$ cat src/rtl/pbcm_pkg.sv
// Package for the pulsed BCM output table.
// Holds request/result structs, request and status codes, and the FSM state type.
// No dependencies.
package pbcm_pkg;

  // Request codes
  localparam logic [1:0] REQ_SET   = 2'd0;
  localparam logic [1:0] REQ_TICK  = 2'd1;
  localparam logic [1:0] REQ_CLEAR = 2'd2;

  // Result kinds and status codes
  localparam logic KIND_WRITE  = 1'b0;
  localparam logic KIND_STATUS = 1'b1;
  localparam logic STATUS_OK   = 1'b0;
  localparam logic STATUS_FULL = 1'b1;

  // Pins per expander byte and pulse counter width
  localparam int unsigned PINS    = 8;
  localparam int unsigned PULSE_W = 15;

  typedef struct packed {
    logic [1:0]  req_type;
    logic [1:0]  channel;
    logic [2:0]  device;
    logic [2:0]  pin;
    logic [14:0] pulse_ms;
    logic [7:0]  high_level;
    logic [7:0]  low_level;
    logic [31:0] device_ok_mask;
  } req_t;

  typedef struct packed {
    logic       kind;
    logic [1:0] out_channel;
    logic [6:0] out_address;
    logic [7:0] data_byte;
    logic       status;
    logic       last;
  } res_t;

  typedef enum logic [2:0] {
    ST_IDLE,
    ST_READ,
    ST_CHECK,
    ST_FLUSH,
    ST_REPLY
  } state_t;

endpackage

$ cat src/rtl/pbcm_advance.sv
// Pin countdown update for one table row: eight independent lanes.
// Depends on pbcm_pkg for pin count and counter width.
module pbcm_advance
  import pbcm_pkg::*;
#(
  parameter int unsigned PWM_BITS = 4
) (
  input  logic [PWM_BITS*8-1:0]     pattern_in,
  input  logic [PINS*PULSE_W-1:0]   pulse_in,
  input  logic [PINS*8-1:0]         level_in,
  input  logic [PWM_BITS-1:0]       dt,
  output logic [PWM_BITS*8-1:0]     pattern_out,
  output logic [PINS*PULSE_W-1:0]   pulse_out
);

  // Expire each armed countdown (loading its low level) or count it down
  always_comb begin
    logic [PULSE_W-1:0] r;
    pattern_out = pattern_in;
    pulse_out   = pulse_in;
    for (int p = 0; p < PINS; p++) begin
      r = pulse_in[p*PULSE_W +: PULSE_W];
      if (r != '0) begin
        if (r <= PULSE_W'(dt)) begin
          pulse_out[p*PULSE_W +: PULSE_W] = '0;
          for (int k = 0; k < PWM_BITS; k++) begin
            pattern_out[k*8 + p] = level_in[p*8 + k];
          end
        end else begin
          pulse_out[p*PULSE_W +: PULSE_W] = r - PULSE_W'(dt);
        end
      end
    end
  end

endmodule

$ cat config.mk
export PLATFORM = sky130hd
export DESIGN_NAME = pbcm_advance
export DESIGN_NICKNAME = d
export VERILOG_FILES = /design/src/rtl/pbcm_pkg.sv /design/src/rtl/pbcm_advance.sv
export SDC_FILE = /design/constraint.sdc
export NUM_CORES = 1
export LEC_CHECK = 0
export ABC_AREA = 0
export BUFFER_PORTS_ARGS = -buffer_cell sky130_fd_sc_hd__buf_2
export CORE_AREA = 2 2 143 145
export DETAILED_ROUTE_END_ITERATION = 12
export DIE_AREA = 0 0 145 147
export GPL_TIMING_DRIVEN = 1
export SLEW_MARGIN = 40
export SYNTH_ARGS = -nofsm -noshare
export SYNTH_HDL_FRONTEND = slang
export SYNTH_SLANG_ARGS = --single-unit
$ cat constraint.sdc
create_clock -name vclk -period 4.9
set_clock_uncertainty 0.15 [all_clocks]
set_input_delay 0.49 -clock vclk [all_inputs]
set_output_delay 0.49 -clock vclk [all_outputs]
set_load 0.01 [all_outputs]
==> out/results.md <==
Run status
* run status: complete, no violations

Power and ir drop
* areal power density over the cells: 98.6 nW/um2
* internal power: 0.000272 W
* Clk network pwr share: 0%
* net switching fraction of the power: 56.5%
* logic gate share of total power: 100.0%
* relative contribution of sequential cells to total power: 0%
* Peak supply drop: 43.3 uV
* leak pwr: 2.81 nW
* Net Sw Power: 0.000353 W

Cells and area
* clock buf count: 0
* synthesis-to-finish area growth: 46.2%
* storage element area: 0 um2
* final net count: 1223
* layout cells sized above 1: 43.1%
* final sequential cell count: 0
* antenna cells: 0
* layout filler cell count: 2241
* total area of multi-input combinational cells: 4180 um2
* filler-free cell count of the finished design: 1231
* post-layout utilization of the core: 31.9%

Route
* met3 routed WL: 959 um
* total routed wire length on the met1 layer: 7730 um
* number of violations reported at the end of detailed-routing iteration 0: 128
* 1st-pass router iterations: 5
* routed wire length: 17500 um
* Residual DRC: 0
* Max Used Layer: met4
* Antenna Violating Nets Remaining: 0
* detailed-route via count: 6084
* post-DR vias/cell: 4.94
* detailed-routed wire length on met2: 8590 um
* average detailed-routed wire length per instance: 14.2 um

Clocking
* hold-fix buffer count after cts: 0
* Post CTS Setup Buffer Count: 0
* CTS resizes: 0

Synth
* mean cell area of the mapped netlist: 6.84 um2
* most frequently used cell type in the post-synthesis netlist: sky130_fd_sc_hd__nor2_1
* commonest cells in the synthesized netlist: 116 x sky130_fd_sc_hd__nor2_1, 40 x sky130_fd_sc_hd__o21ai_0, 38 x sky130_fd_sc_hd__xnor2_1
* post-synthesis sequential area ratio: 0%
* main area contributors after synthesis: sky130_fd_sc_hd__nor2_1 10%, sky130_fd_sc_hd__mux2_2 9.6%, sky130_fd_sc_hd__ha_1 9.2%
* area fraction of the dominant cell type after synthesis: 10.1%
* number of warnings issued by yosys: 0
* count of unique library cells instantiated by Yosys: 51
* Synth Instances: 633
* cell area after technology mapping: 4330 um2
* biggest area consumer among synthesized cells: sky130_fd_sc_hd__nor2_1
* net count after synthesis: 893

STA
* final number of hold-violating endpoints: 0
* maximum clock frequency: 0.258 GHz
* final worst path period share: 79.0%
* fin. max-slew vios: 0
* number of failing setup endpoints in the final timing report: 0
* Slew headroom: 48.0%
* unrepaired setup endpoints after global routing: no
* final-layout setup total negative slack: 0 ps
* post-route minimum period: 3870 ps
* final worst hold slack: 1140 ps
* Worst Tran Pin Value: 773 ps

Worst setup path
* buffering stage count on the worst path with inverters included: 3
* maximum cell stage delay along the critical path: 550 ps
* WS Path Type: input pin to output pin
* CP max FO: 14
* Setup crit start kind: input pin
* most repeated library cell on the critical path: sky130_fd_sc_hd__buf_2
* Critical-path top delay cell: sky130_fd_sc_hd__and3_1
* Largest delay share family, worst path: simple AND/OR/NAND/NOR gates
* cell-by-cell trace of the critical path: buf_2 -> inv_1 -> ha_1 -> nor2b_1 -> o31a_1 -> o21ai_0 -> and3_1 -> mux2_2 -> buf_2
* first element of the critical path: dt[1]
* Worst Path Required: 4260 ps
* endpoint type of the worst setup path: output pin
* arrival time worst endpoint: 3230 ps

Placed design
* # placed instances: 1231
* HPWL after DPL: 14900 um
* gp weighted congestion: 0.869
* Port-buffer cells: 340

Worst hold path
* Min-Delay Path Class: input pin to output pin
* end point of the worst hold path: pulse_out[39]
* worst hold path depth: 3
* Min-Delay Startpoint: pulse_in[39]

Global routing
* total global-route track usage: 14.8%
* aggregate global routing overflow: 0
* maximum number of pins on one net before global-route repair: 15
* number of global-route vias before repair: 5453
* wire length of the first global-routing pass: 27300 um
* initial antenna violation count: 0

Floorplanning
* die width: 145 um
* vertical extent of the die: 147 um
* Core Region: 19800 um2
* Die Area: 21300 um2
* number of top-level pins: 372
* initial standard-cell utilization of the core: 21.8%
* count of standard-cell rows: 52

Flow run
* number of max-cap violations: 0

-- area by class of cell --
class	count	share of cell area, %
well taps	270	5.33
multi-input cells	595	66.0
repair buffers	344	27.3
inverters	22	1.30
-- kinds of logic (layout without fill, tap and decap cells) --
group	count (synthesis)	count (layout)	share of synthesized area (%)
xor gates and xnor gates	47	47	9.51
muxes	40	40	10.5
adders and majority gates	40	40	12.9
AOI/OAI and AO/OA	158	158	24.8
buffers and inverters	38	366	3.90
and+or+nand+nor	310	310	38.3
-- power by group through the flow --
stage / registers [W] / logic, W / clock network (W)
after detailed placement: 0 / 0.000625 / 0
after CTS: 0 / 0.000628 / 0
after global routing: 0 / 0.000691 / 0
after floorplan: 0 / 0.000338 / 0
after global placement: 0 / 0.000620 / 0
final: 0 / 0.000625 / 0
-- worst max-delay path by stage --
stage / end / cells after the start
detailed placement: pattern_out[8] / 9
finish: pattern_out[8] / 9
floorplan: pulse_out[118] / 8
global placement: pattern_out[8] / 9
global route: pattern_out[11] / 9
CTS: pattern_out[8] / 9
-- layer usage --
metal	GRT usage (%)	vias up
li1	-	3066
met1	19.6	2789
met2	26.8	211
met3	1.55	18
met4	1.88	0
met5	0	-
-- placed cells by master, fill, tap and decap left out, types with 27 or more instances in the layout --
cell type	synthesis	layout
sky130_fd_sc_hd__a21oi_1	29	28
sky130_fd_sc_hd__xnor2_1	38	38
sky130_fd_sc_hd__buf_2	3	340
sky130_fd_sc_hd__nor2_1	116	116
sky130_fd_sc_hd__mux2_2	37	37
sky130_fd_sc_hd__or4_1	27	27
sky130_fd_sc_hd__nor3_1	30	30
sky130_fd_sc_hd__o21ai_0	40	40
sky130_fd_sc_hd__ha_1	32	32
sky130_fd_sc_hd__or3_1	27	27
-- stage by stage --
stage	setup WS [ps]	cell area (um2)	total power (W)
after floorplan	1750	4330	0.000338
after global placement	1000	6310	0.000620
after detailed placement	1000	6320	0.000625
after CTS	993	6320	0.000628
after global routing	867	6330	0.000691
final	1030	6330	0.000625
(Power assumes the default switching activity.)
